### src/rtl/spf_pkg.sv
// ----------------------------------------------------------------------------
// spf_pkg
// Shared types, codes and helpers for the stepper position follower.
// ----------------------------------------------------------------------------
package spf_pkg;

	localparam int POS_BITS = 20;
	localparam int ALARM_BITS = 10;

	localparam logic [2:0] OP_TICK = 3'd0;
	localparam logic [2:0] OP_SET_GOAL = 3'd1;
	localparam logic [2:0] OP_ADD_TRIM = 3'd2;
	localparam logic [2:0] OP_HOME = 3'd3;
	localparam logic [2:0] OP_REZERO = 3'd4;

	localparam logic [1:0] HOME_IDLE = 2'd0;
	localparam logic [1:0] HOME_LEFT = 2'd1;
	localparam logic [1:0] HOME_RIGHT = 2'd2;

	localparam logic [1:0] CFG_STEPS = 2'd0;
	localparam logic [1:0] CFG_OFFSET = 2'd1;
	localparam logic [1:0] CFG_PERIOD = 2'd2;

	typedef struct packed {
		logic [2:0] operation;
		logic signed [15:0] angle_q8;
		logic left_switch_n;
		logic right_switch_n;
		logic [ALARM_BITS-1:0] alarm_samples;
	} in_item_t;

	typedef struct packed {
		logic step_pulse;
		logic direction;
		logic signed [POS_BITS-1:0] position;
		logic signed [POS_BITS-1:0] goal;
		logic signed [POS_BITS-1:0] left_limit;
		logic signed [POS_BITS-1:0] right_limit;
		logic [1:0] homing;
		logic alarm;
		logic signed [POS_BITS-1:0] rezero_offset;
		logic rezero_valid;
	} out_item_t;

	typedef struct packed {
		logic [2:0] op;
		logic signed [15:0] angle;
		logic at_left;
		logic at_right;
		logic all_low;
		logic all_high;
	} cmd_t;

	function automatic logic signed [POS_BITS-1:0] sat_pos(input logic signed [POS_BITS+1:0] v);
		logic signed [POS_BITS+1:0] hi;
		logic signed [POS_BITS+1:0] lo;
		hi = (POS_BITS+2)'($signed({1'b0, {(POS_BITS-1){1'b1}}}));
		lo = -hi - (POS_BITS+2)'(1);
		if (v > hi) begin
			return hi[POS_BITS-1:0];
		end else if (v < lo) begin
			return lo[POS_BITS-1:0];
		end
		return v[POS_BITS-1:0];
	endfunction

	function automatic logic dir_update(input logic signed [POS_BITS-1:0] g,
		input logic signed [POS_BITS-1:0] p, input logic d);
		if (g > p) begin
			return 1'b0;
		end else if (g < p) begin
			return 1'b1;
		end
		return d;
	endfunction

endpackage

### src/rtl/spf_front.sv
// ----------------------------------------------------------------------------
// spf_front
// Accepts items, decodes switches and alarm samples, and queues them.
// ----------------------------------------------------------------------------
module spf_front import spf_pkg::*; (
	input logic clk,
	input logic arst_n,
	input logic in_valid,
	output logic in_ready,
	input in_item_t in_item,
	output logic cmd_valid,
	input logic cmd_pop,
	output cmd_t cmd
);

	cmd_t mem_q [2];
	logic wr_ptr_q;
	logic rd_ptr_q;
	logic [1:0] count_q;
	cmd_t cls;
	logic push;
	logic pop;

	always_comb begin
		cls.op = in_item.operation;
		cls.angle = in_item.angle_q8;
		cls.at_left = ~in_item.left_switch_n;
		cls.at_right = ~in_item.right_switch_n;
		cls.all_low = (in_item.alarm_samples == '0);
		cls.all_high = (in_item.alarm_samples == '1);
	end

	assign in_ready = (count_q != 2'd2);
	assign push = in_valid && in_ready;
	assign cmd_valid = (count_q != 2'd0);
	assign pop = cmd_pop && cmd_valid;
	assign cmd = mem_q[rd_ptr_q];

	always_ff @(posedge clk) begin
		if (push) begin
			mem_q[wr_ptr_q] <= cls;
		end
	end

	always_ff @(posedge clk or negedge arst_n) begin
		if (!arst_n) begin
			wr_ptr_q <= 1'b0;
			rd_ptr_q <= 1'b0;
			count_q <= 2'd0;
		end else begin
			if (push) begin
				wr_ptr_q <= ~wr_ptr_q;
			end
			if (pop) begin
				rd_ptr_q <= ~rd_ptr_q;
			end
			count_q <= count_q + 2'(push) - 2'(pop);
		end
	end

endmodule

### src/rtl/spf_back.sv
// ----------------------------------------------------------------------------
// spf_back
// Executes queued items against the motion state and registers the result.
// ----------------------------------------------------------------------------
module spf_back import spf_pkg::*; (
	input logic clk,
	input logic arst_n,
	input logic cmd_valid,
	output logic cmd_pop,
	input cmd_t cmd,
	input logic cfg_we,
	input logic [1:0] cfg_index,
	input logic [POS_BITS-1:0] cfg_data,
	output logic out_valid,
	input logic out_ready,
	output out_item_t out_item
);

	logic [15:0] steps_q;
	logic signed [POS_BITS-1:0] offset_q;
	logic [15:0] period_q;

	logic signed [POS_BITS-1:0] pos_q, goal_q, lft_q, rgt_q;
	logic signed [15:0] trim_q;
	logic [1:0] hstate_q;
	logic [15:0] hcount_q;
	logic dir_q;
	logic level_q;
	logic latch_q;
	logic out_valid_q;
	out_item_t out_q;

	logic signed [POS_BITS-1:0] pos, goal, lft, rgt, rzoff;
	logic signed [15:0] trim;
	logic signed [16:0] trim_sum;
	logic [1:0] hstate;
	logic [15:0] hcount;
	logic [15:0] period_eff;
	logic dir, pulse, rzv, level, latch;
	logic signed [16:0] mul_in;
	logic signed [33:0] prod;
	logic [33:0] mag;
	logic signed [POS_BITS-1:0] steps;
	logic signed [POS_BITS-1:0] goal_mul;

	assign cmd_pop = cmd_valid && (!out_valid_q || out_ready);
	assign out_valid = out_valid_q;
	assign out_item = out_q;

	always_comb begin
		mul_in = (cmd.op == OP_SET_GOAL) ? (17'(cmd.angle) + 17'(trim_q)) : 17'(trim_q);
		prod = $signed({18'd0, steps_q}) * 34'(mul_in);
		mag = prod[33] ? 34'(-prod) : 34'(prod);
		steps = $signed(POS_BITS'(mag[32:16]));
		goal_mul = prod[33] ? -steps : steps;
	end

	always_comb begin
		pos = pos_q;
		goal = goal_q;
		lft = lft_q;
		rgt = rgt_q;
		trim = trim_q;
		hstate = hstate_q;
		hcount = hcount_q;
		dir = dir_q;
		pulse = 1'b0;
		rzv = 1'b0;
		rzoff = '0;
		period_eff = (period_q == 16'd0) ? 16'd1 : period_q;
		trim_sum = 17'(trim_q) + 17'(cmd.angle);
		level = cmd.all_low ? 1'b0 : (cmd.all_high ? 1'b1 : level_q);
		latch = latch_q | ~level;
		case (cmd.op)
			OP_TICK: begin
				if (hstate_q != HOME_IDLE) begin
					hcount = hcount_q + 16'd1;
					if (hcount >= period_eff) begin
						hcount = 16'd0;
						if (hstate == HOME_LEFT) begin
							if (!cmd.at_left) begin
								goal = sat_pos((POS_BITS+2)'(goal) + (POS_BITS+2)'(1));
								dir = dir_update(goal, pos, dir);
							end else begin
								lft = goal;
								hstate = HOME_RIGHT;
							end
						end
						if (hstate == HOME_RIGHT) begin
							if (!cmd.at_right) begin
								goal = sat_pos((POS_BITS+2)'(goal) - (POS_BITS+2)'(1));
								dir = dir_update(goal, pos, dir);
							end else begin
								rgt = goal;
								pos = sat_pos((POS_BITS+2)'(pos) - (POS_BITS+2)'(offset_q));
								lft = sat_pos((POS_BITS+2)'(lft) - (POS_BITS+2)'(offset_q));
								rgt = sat_pos((POS_BITS+2)'(rgt) - (POS_BITS+2)'(offset_q));
								goal = goal_mul;
								dir = dir_update(goal, pos, dir);
								hstate = HOME_IDLE;
							end
						end
					end
				end
				if (pos < goal) begin
					if (!cmd.at_left) begin
						pos = pos + POS_BITS'(1);
						pulse = 1'b1;
					end
				end else if (pos > goal) begin
					if (!cmd.at_right) begin
						pos = pos - POS_BITS'(1);
						pulse = 1'b1;
					end
				end
			end
			OP_SET_GOAL: begin
				if (hstate_q == HOME_IDLE) begin
					goal = goal_mul;
					dir = dir_update(goal, pos, dir);
				end
			end
			OP_ADD_TRIM: begin
				if (trim_sum > 17'sd32767) begin
					trim = 16'sh7FFF;
				end else if (trim_sum < -17'sd32768) begin
					trim = 16'sh8000;
				end else begin
					trim = trim_sum[15:0];
				end
			end
			OP_HOME: begin
				hstate = HOME_LEFT;
				hcount = 16'd0;
				goal = '0;
				dir = dir_update(goal, pos, dir);
			end
			OP_REZERO: begin
				if (hstate_q == HOME_IDLE) begin
					rzoff = pos_q;
					rzv = 1'b1;
					goal = sat_pos((POS_BITS+2)'(goal_q) - (POS_BITS+2)'(pos_q));
					lft = sat_pos((POS_BITS+2)'(lft_q) - (POS_BITS+2)'(pos_q));
					rgt = sat_pos((POS_BITS+2)'(rgt_q) - (POS_BITS+2)'(pos_q));
					pos = '0;
				end
			end
			default: begin
			end
		endcase
	end

	always_ff @(posedge clk) begin
		if (cmd_pop) begin
			out_q.step_pulse <= pulse;
			out_q.direction <= dir;
			out_q.position <= pos;
			out_q.goal <= goal;
			out_q.left_limit <= lft;
			out_q.right_limit <= rgt;
			out_q.homing <= hstate;
			out_q.alarm <= latch;
			out_q.rezero_offset <= rzoff;
			out_q.rezero_valid <= rzv;
		end
	end

	always_ff @(posedge clk or negedge arst_n) begin
		if (!arst_n) begin
			steps_q <= 16'd256;
			offset_q <= '0;
			period_q <= 16'd20;
			pos_q <= '0;
			goal_q <= '0;
			lft_q <= '0;
			rgt_q <= '0;
			trim_q <= '0;
			hstate_q <= HOME_IDLE;
			hcount_q <= '0;
			dir_q <= 1'b0;
			level_q <= 1'b1;
			latch_q <= 1'b0;
			out_valid_q <= 1'b0;
		end else begin
			if (cfg_we) begin
				case (cfg_index)
					CFG_STEPS: steps_q <= cfg_data[15:0];
					CFG_OFFSET: offset_q <= $signed(cfg_data);
					CFG_PERIOD: period_q <= cfg_data[15:0];
					default: begin
					end
				endcase
			end
			if (cmd_pop) begin
				pos_q <= pos;
				goal_q <= goal;
				lft_q <= lft;
				rgt_q <= rgt;
				trim_q <= trim;
				hstate_q <= hstate;
				hcount_q <= hcount;
				dir_q <= dir;
				level_q <= level;
				latch_q <= latch;
				out_valid_q <= 1'b1;
			end else if (out_ready) begin
				out_valid_q <= 1'b0;
			end
		end
	end

endmodule

### src/rtl/stepper_position_follower_homing.sv
// Result path: queue, then result register; an item waits in the queue while the output stalls.
// Throughput: one item per cycle unless the output stalls, set by the combinational back end.
// A two-entry queue separates acceptance from execution; the result register frees on out_ready.
// Reset is asynchronous and active low; it clears all motion state and restores register defaults.
// ----------------------------------------------------------------------------
// stepper_position_follower_homing
// Stepper controller that follows a goal position, with homing and rezero.
// ----------------------------------------------------------------------------
module stepper_position_follower_homing import spf_pkg::*; (
	input logic clk,
	input logic arst_n,
	input logic in_valid,
	output logic in_ready,
	input in_item_t in_item,
	output logic out_valid,
	input logic out_ready,
	output out_item_t out_item,
	input logic cfg_we,
	input logic [1:0] cfg_index,
	input logic [POS_BITS-1:0] cfg_data
);

	logic cmd_valid;
	logic cmd_pop;
	cmd_t cmd;

	spf_front u_front (
		.clk(clk),
		.arst_n(arst_n),
		.in_valid(in_valid),
		.in_ready(in_ready),
		.in_item(in_item),
		.cmd_valid(cmd_valid),
		.cmd_pop(cmd_pop),
		.cmd(cmd)
	);

	spf_back u_back (
		.clk(clk),
		.arst_n(arst_n),
		.cmd_valid(cmd_valid),
		.cmd_pop(cmd_pop),
		.cmd(cmd),
		.cfg_we(cfg_we),
		.cfg_index(cfg_index),
		.cfg_data(cfg_data),
		.out_valid(out_valid),
		.out_ready(out_ready),
		.out_item(out_item)
	);

	a_rezero_origin: assert property (@(posedge clk) disable iff (!arst_n)
		out_valid && out_item.rezero_valid |->
		out_item.position == '0 && out_item.homing == HOME_IDLE && !out_item.step_pulse)
		else $error("rezero result does not show a fresh origin");

	a_rezero_quiet: assert property (@(posedge clk) disable iff (!arst_n)
		out_valid && !out_item.rezero_valid |-> out_item.rezero_offset == '0)
		else $error("rezero offset set without rezero");

	a_alarm_sticky: assert property (@(posedge clk) disable iff (!arst_n)
		out_valid && out_ready && out_item.alarm ##1 out_valid |-> out_item.alarm)
		else $error("alarm flag cleared");

endmodule
### config.mk
export PLATFORM = sky130hd
export DESIGN_NAME = stepper_position_follower_homing
export DESIGN_NICKNAME = d
export VERILOG_FILES = /design/src/rtl/spf_pkg.sv /design/src/rtl/spf_front.sv /design/src/rtl/spf_back.sv /design/src/rtl/stepper_position_follower_homing.sv
export SDC_FILE = /design/constraint.sdc
export NUM_CORES = 2
export LEC_CHECK = 0
export ABC_CLOCK_PERIOD_IN_PS = 35300
export BUFFER_PORTS_ARGS = -buffer_cell sky130_fd_sc_hd__buf_2
export CAP_MARGIN = 10
export CORE_MARGIN = 4
export CORE_UTILIZATION = 45
export DETAILED_ROUTE_END_ITERATION = 6
export PLACE_DENSITY = 0.66
export SYNTH_ARGS = -nofsm -noshare
export SYNTH_HDL_FRONTEND = slang
export SYNTH_SLANG_ARGS = --single-unit
### constraint.sdc
create_clock -name clk -period 35.3 [get_ports clk]
set_clock_uncertainty 0.1 [all_clocks]
set_input_delay 5.295 -clock clk [delete_from_list [all_inputs] [get_ports clk]]
set_output_delay 5.295 -clock clk [all_outputs]
set_load 0.05 [all_outputs]
* Yosys cells after proc, flatten, opt, wreduce, memory -nomap -nowiden
Memories as Yosys holds them, arrays and structs flattened. Cells that the tools add are included.
Cells by class: $add $sub $neg 16, $mul 1, divide/modulo/power cells 0, magnitude comparators 31, eq/ne operators 11, shift operators 0, muxes and demuxes 208, bitwise operators 6, reduce and logical (&&, ||, !) cells 20
Operator list (count):
- 20-bit two-way mux | 77
- 22-bit by 20-bit greater-than comparator with 1-bit output, second input constant | 8
- 22-bit by 20-bit less-than comparator with 1-bit output, second input constant | 8
- 20-bit by 20-bit subtractor with 21-bit output | 6
- 20-bit case mux with 2 select lines | 3
- 1-bit two-way mux | 108
- 20-bit greater-than comparator | 5
- 20-bit less-than comparator | 5
- 16-bit two-way mux | 5
- 20-bit case mux with 4 select lines | 1
- 17-bit by 17-bit multiplier with 34-bit output | 1
- 33-bit two-way mux | 1
- 33-bit negation | 1
- 16-bit case mux with 2 select lines | 1
- 20-bit by 2-bit adder with 21-bit output, second input constant | 1
- 20-bit by 2-bit subtractor with 21-bit output, second input constant | 1
- 20-bit by 2-bit adder with 20-bit output, second input constant | 1
- 1-bit by 20-bit greater-than comparator with 1-bit output, first input constant | 1
- 1-bit by 20-bit less-than comparator with 1-bit output, first input constant | 1
- 17-bit negation with 20-bit output | 1
- 20-bit by 2-bit subtractor with 20-bit output, second input constant | 1
- 2-bit two-way mux | 9
- 16-bit by 16-bit adder with 17-bit output | 1
- 17-bit by 16-bit greater-than comparator with 1-bit output, second input constant | 1
- other kinds (28) | 45
Word-level totals: flip-flop bits (word level) 280, latch bits 0, RAM bits 46, memory bits (read-only) 0, bits of input ports 58, output and inout port bits 108, memories 1
Memories:
- u_front.mem_q | depth 2, width 23, rd ports 1, clocked after memory_dff 0, write ports 1, line spf_front.sv:16 | cmd_t mem_q [2];

* Depth between registers and ports, before layout
depth after elaboration 49, depth in mapped cells 67, depth with buffers taken out 60

* By module
Synthesis repeated with hierarchy kept, for this count alone.
Unflattened totals: cells, all modules 4590, area, all modules 39482.9 um^2
Modules (own cells, without submodules):
- spf_back | times used 1, cells each 4487, area each 37537.3 um^2
- spf_front | times used 1, cells each 103, area each 1945.6 um^2

* Worst setup path after synthesis
Ideal clock, no wire load.
kind flip-flop to flip-flop, start register u_front.rd_ptr_q, end register u_back.out_q (netlist bit u_back.out_item[103]), data pin, arrival 14.561 ns, required time 34.932 ns, setup slack 20.371 ns, cell stages (with the launch flop) 66, path buffers 7, clock period less this slack 14.929 ns, cells stage by stage dfrtp_1 buf_4 clkbuf_1 mux2_2 ha_1 fa_1 a21o_1 a21oi_1 o21bai_1 a21oi_1 o21bai_1 a21oi_1 nor2b_1 o21a_1 o21ai_0 o21ai_0 o31a_1 nand2_1 (+30 left out) nor2_1 a21oi_1 ha_1 a21o_1 a21o_1 a21o_1 a21o_1 a211o_1 a21oi_1 mux2_2 clkbuf_1 and3_1 o2111ai_1 nor4_1 nand3_1 a22oi_1 xnor2_1 o21ai_0
Between the ends: longest elaborated chain between the ends 30, elaborated cells between the ends (all ways) 58
Ends and longest elaborated chain:
- from (decl) | line spf_front.sv:18 | logic rd_ptr_q;
- from (signal assigned) | line spf_front.sv:55 | rd_ptr_q <= ~rd_ptr_q;
- memory read 2 x 23 bit (*)
- branches (longest 28 deep; another with 17-bit by 17-bit multiplier with 34-bit output)
- 20-bit case mux with 2 select lines (*) | line spf_back.sv:74 | case (cmd.op)
- net u_back.pos[19] | line spf_back.sv:33 | logic signed [POS_BITS-1:0] pos, goal, lft, rgt, rzoff;
- to (decl) | line spf_back.sv:31 | out_item_t out_q;
Mark *: on every way through the listed nets, which the timed path passes. The select of a mux whose other input is x is not followed. A chain may end at the register's enable or synchronous reset.

* Final worst setup path
start register u_front.rd_ptr_q, end register u_back.out_q (netlist bit u_back.out_item[100]), data pin
Same word-level chain as after synthesis.

==> impl_metrics.ini <==
[placement]
gp_congestion = 1.03
numPortBuffers = 165
dp_hpwl_um = 104000
place_ws_ns = 19.06

[cts]
cts_sinks = 326
htreeDepth = 2
cts_setup_buffers = 0
clockRootBuffer = clkbuf_16
cts.path.max_buffers = 3
clkTransAtPathRegs_ns = 0.07
cts.repair.resized = 0
cts_made_buffers = 38
cts_tree = built
clk_latency_ns = 0.59
hold_buffers = 0

[yosys]
yosysMostFrequentCell = nand2_1
syn_avg_cell_area_um2 = 8.56
ys_warn_count = 0
yosys.area.top_type = ha_1
syn-num-nets = 5136
synth_area_um2 = 38300
synthDominantCellAreaShare_pct = 12.8
synth_area_leaders = ha_1, edfxtp_1, fa_1
synthCells = 4472
async_flop_share_pct = 53.4
synth_top_flop_cell = dfrtp_1
ys_seq_elements = 326
synth_edf_count = 152
synth_top_cells_by_count = nand2_1, inv_1, ha_1, o21ai_0, nor2_1
ys_seq_area_share_pct = 23.3
synth.distinct_cells = 116

[flow_run]
drv_cap = 0

[critical_path]
crit_fanout = 29
cpMostUsedCell = a21oi_1
critPathRequiredTime_ns = 35.55
crit_type = reg2reg
critPathCaptureType = flip-flop
cp.arrival_ns = 16.68
slowest_stage = xnor2_1
critical_path.startpoint_type = flip-flop
crit_path_max_incr_delay_ns = 0.90
r2r_setup_slack_ns = 18.87

[global_route]
grt_pass1_wl_um = 206000
gr-total-overflow = 0
grt_start_max_net_pins = 78
grt_usage_pct = 29.5
antenna_found_initial = 4
grt_pass1_vias = 33800

[timing]
setup_viol = 0
tightest_slew_ns = 1.38
fin_tns_setup_ns = 0
rsz0062_at_grt = no
slew_headroom_pct = 7.52
finalMaxSlewViolations = 0
hold_viol = 0
fin_hold_ws_ns = 0.380
finalCriticalPeriod_ns = 16.43
min_period_over_period_pct = 46.5
setup_slack_ns = 18.87
fmax_mhz = 60.9

[floorplanning]
chipWidth_um = 300
initial_core_util_pct = 45.6
ios = 166
rows = 106
die_area_um2 = 89800
die_h_um = 300
core_um2 = 84000

[drt]
wire_per_inst_um = 23.7
routed_wl_um = 136000
drc_errors = 0
drtIter0Drc = 3839
first_pass_iters = 6
ant_nets = 0
viasPerCell = 6.09
via_count = 35000

[cells_and_area]
nets = 5238
drive_gt1_share_pct = 11.4
synthToLayoutAreaGrowth_pct = 8.91

[worst_hold_path]
hp-class = reg2reg

[outcome]
status = finished clean
[kinds of logic after synthesis]
family | after synthesis | share of synthesized area [%]
flip-flops | 326 | 23.3
buffers and inverters | 597 | 6.06
adder cells (fa/ha/maj) | 613 | 24.2
multiplexers | 143 | 4.14
XOR/XNOR | 199 | 4.57
AND/OR/NAND/NOR | 1483 | 19.0
AO/OA/AOI/OAI | 1111 | 18.6
[flip-flops by register name (all words and copies together) (netlist names)]
| name | count |
|---|---|
| u_back.trim_q | 16 |
| u_back.steps_q | 16 |
| u_back.dir_q | 1 |
| u_back.goal_q | 20 |
| u_back.out_valid | 1 |
| u_back.level_q | 1 |
| u_back.rgt_q | 20 |
| u_back.lft_q | 20 |
| u_front.count_q | 2 |
| u_front.wr_ptr_q | 1 |
| u_back.out_item | 106 |
| u_back.hcount_q | 16 |
| u_back.latch_q | 1 |
| u_back.period_q | 16 |
| u_back.hstate_q | 2 |
| u_front.mem_q | 46 |
| u_back.offset_q | 20 |
| u_back.pos_q | 20 |
| u_front.rd_ptr_q | 1 |
[final cells by class]
class | count | area, um2
multi-input combinational | 3549 | 27100
tap | 1134 | 1420
sequential | 326 | 8920
clock inverter | 25 | 256
timing repair buffer | 251 | 1480
antenna | 2 | 5.00
fill | 8113 | 42300
clock buffer | 45 | 977
inverter | 408 | 1540
[critical path, delay by kind of cell, from the launching register on]
| family | cells | cell delay [ns] |
|---|---|---|
| multiplexers | 2 | 0.82 |
| adder cells (fa/ha/maj) | 10 | 4.39 |
| buffers and inverters | 3 | 0.44 |
| AND/OR/NAND/NOR | 15 | 3.96 |
| flip-flops | 1 | 0.32 |
| XOR/XNOR | 3 | 1.53 |
| AO/OA/AOI/OAI | 22 | 4.53 |
[layer usage]
metal	vias to the layer above	GRT usage (%)	share of wire [%]
met5	-	0	0.015
li1	16000	-	-
met1	16800	38.6	40
met4	4	14.7	6.2
met2	1757	47.2	44
met3	428	5.44	9.1
[path summary, 6_finish.rpt]
| kind | depth (start not counted) | to | startpoint |
|---|---|---|---|
| worst min-delay path | 1 | u_back.latch_q | u_back.latch_q |
| max in group asynchronous | 3 | u_back.trim_q[13] | arst_n |
| min in group asynchronous | 1 | u_back.lft_q[2] | arst_n |
| worst max register to register | 55 | u_back.out_item[100] | u_front.rd_ptr_q |
| worst max-delay path | 55 | u_back.out_item[100] | u_front.rd_ptr_q |
| worst min register to register | 1 | u_back.latch_q | u_back.latch_q |
[layout by cell type, fill, tap and decap left out, types with 40 or more instances in the layout]
cell type / count
buf_4: 86
nand2b_1: 60
a21oi_1: 279
buf_2: 164
or3_1: 40
xor2_1: 60
xnor2_1: 137
nand4_1: 51
nand3_1: 85
fa_1: 216
and2_1: 113
a31oi_1: 41
nor3_1: 59
nor2_1: 286
edfxtp_1: 152
o21a_1: 44
inv_1: 405
nand2_1: 538
a21o_1: 102
mux2_2: 121
o21ai_0: 291
nor2b_1: 65
dfrtp_1: 170
and3_1: 41
ha_1: 390
[metrics by stage]
step / utilization, % / cell area, um2 / std cells
2_1_floorplan: - / 38300 / 4472
3_3_place_gp: 48.2 / 40400 / 5668
3_5_place_dp: 48.2 / 40400 / 5668
4_1_cts: 49.6 / 41700 / 5738
5_1_grt: 49.6 / 41700 / 5738
6_report: 49.6 / 41700 / 5740
Power is not shown: default switching activity piles up to over one toggle a cycle in this logic, so the estimate is an artifact.
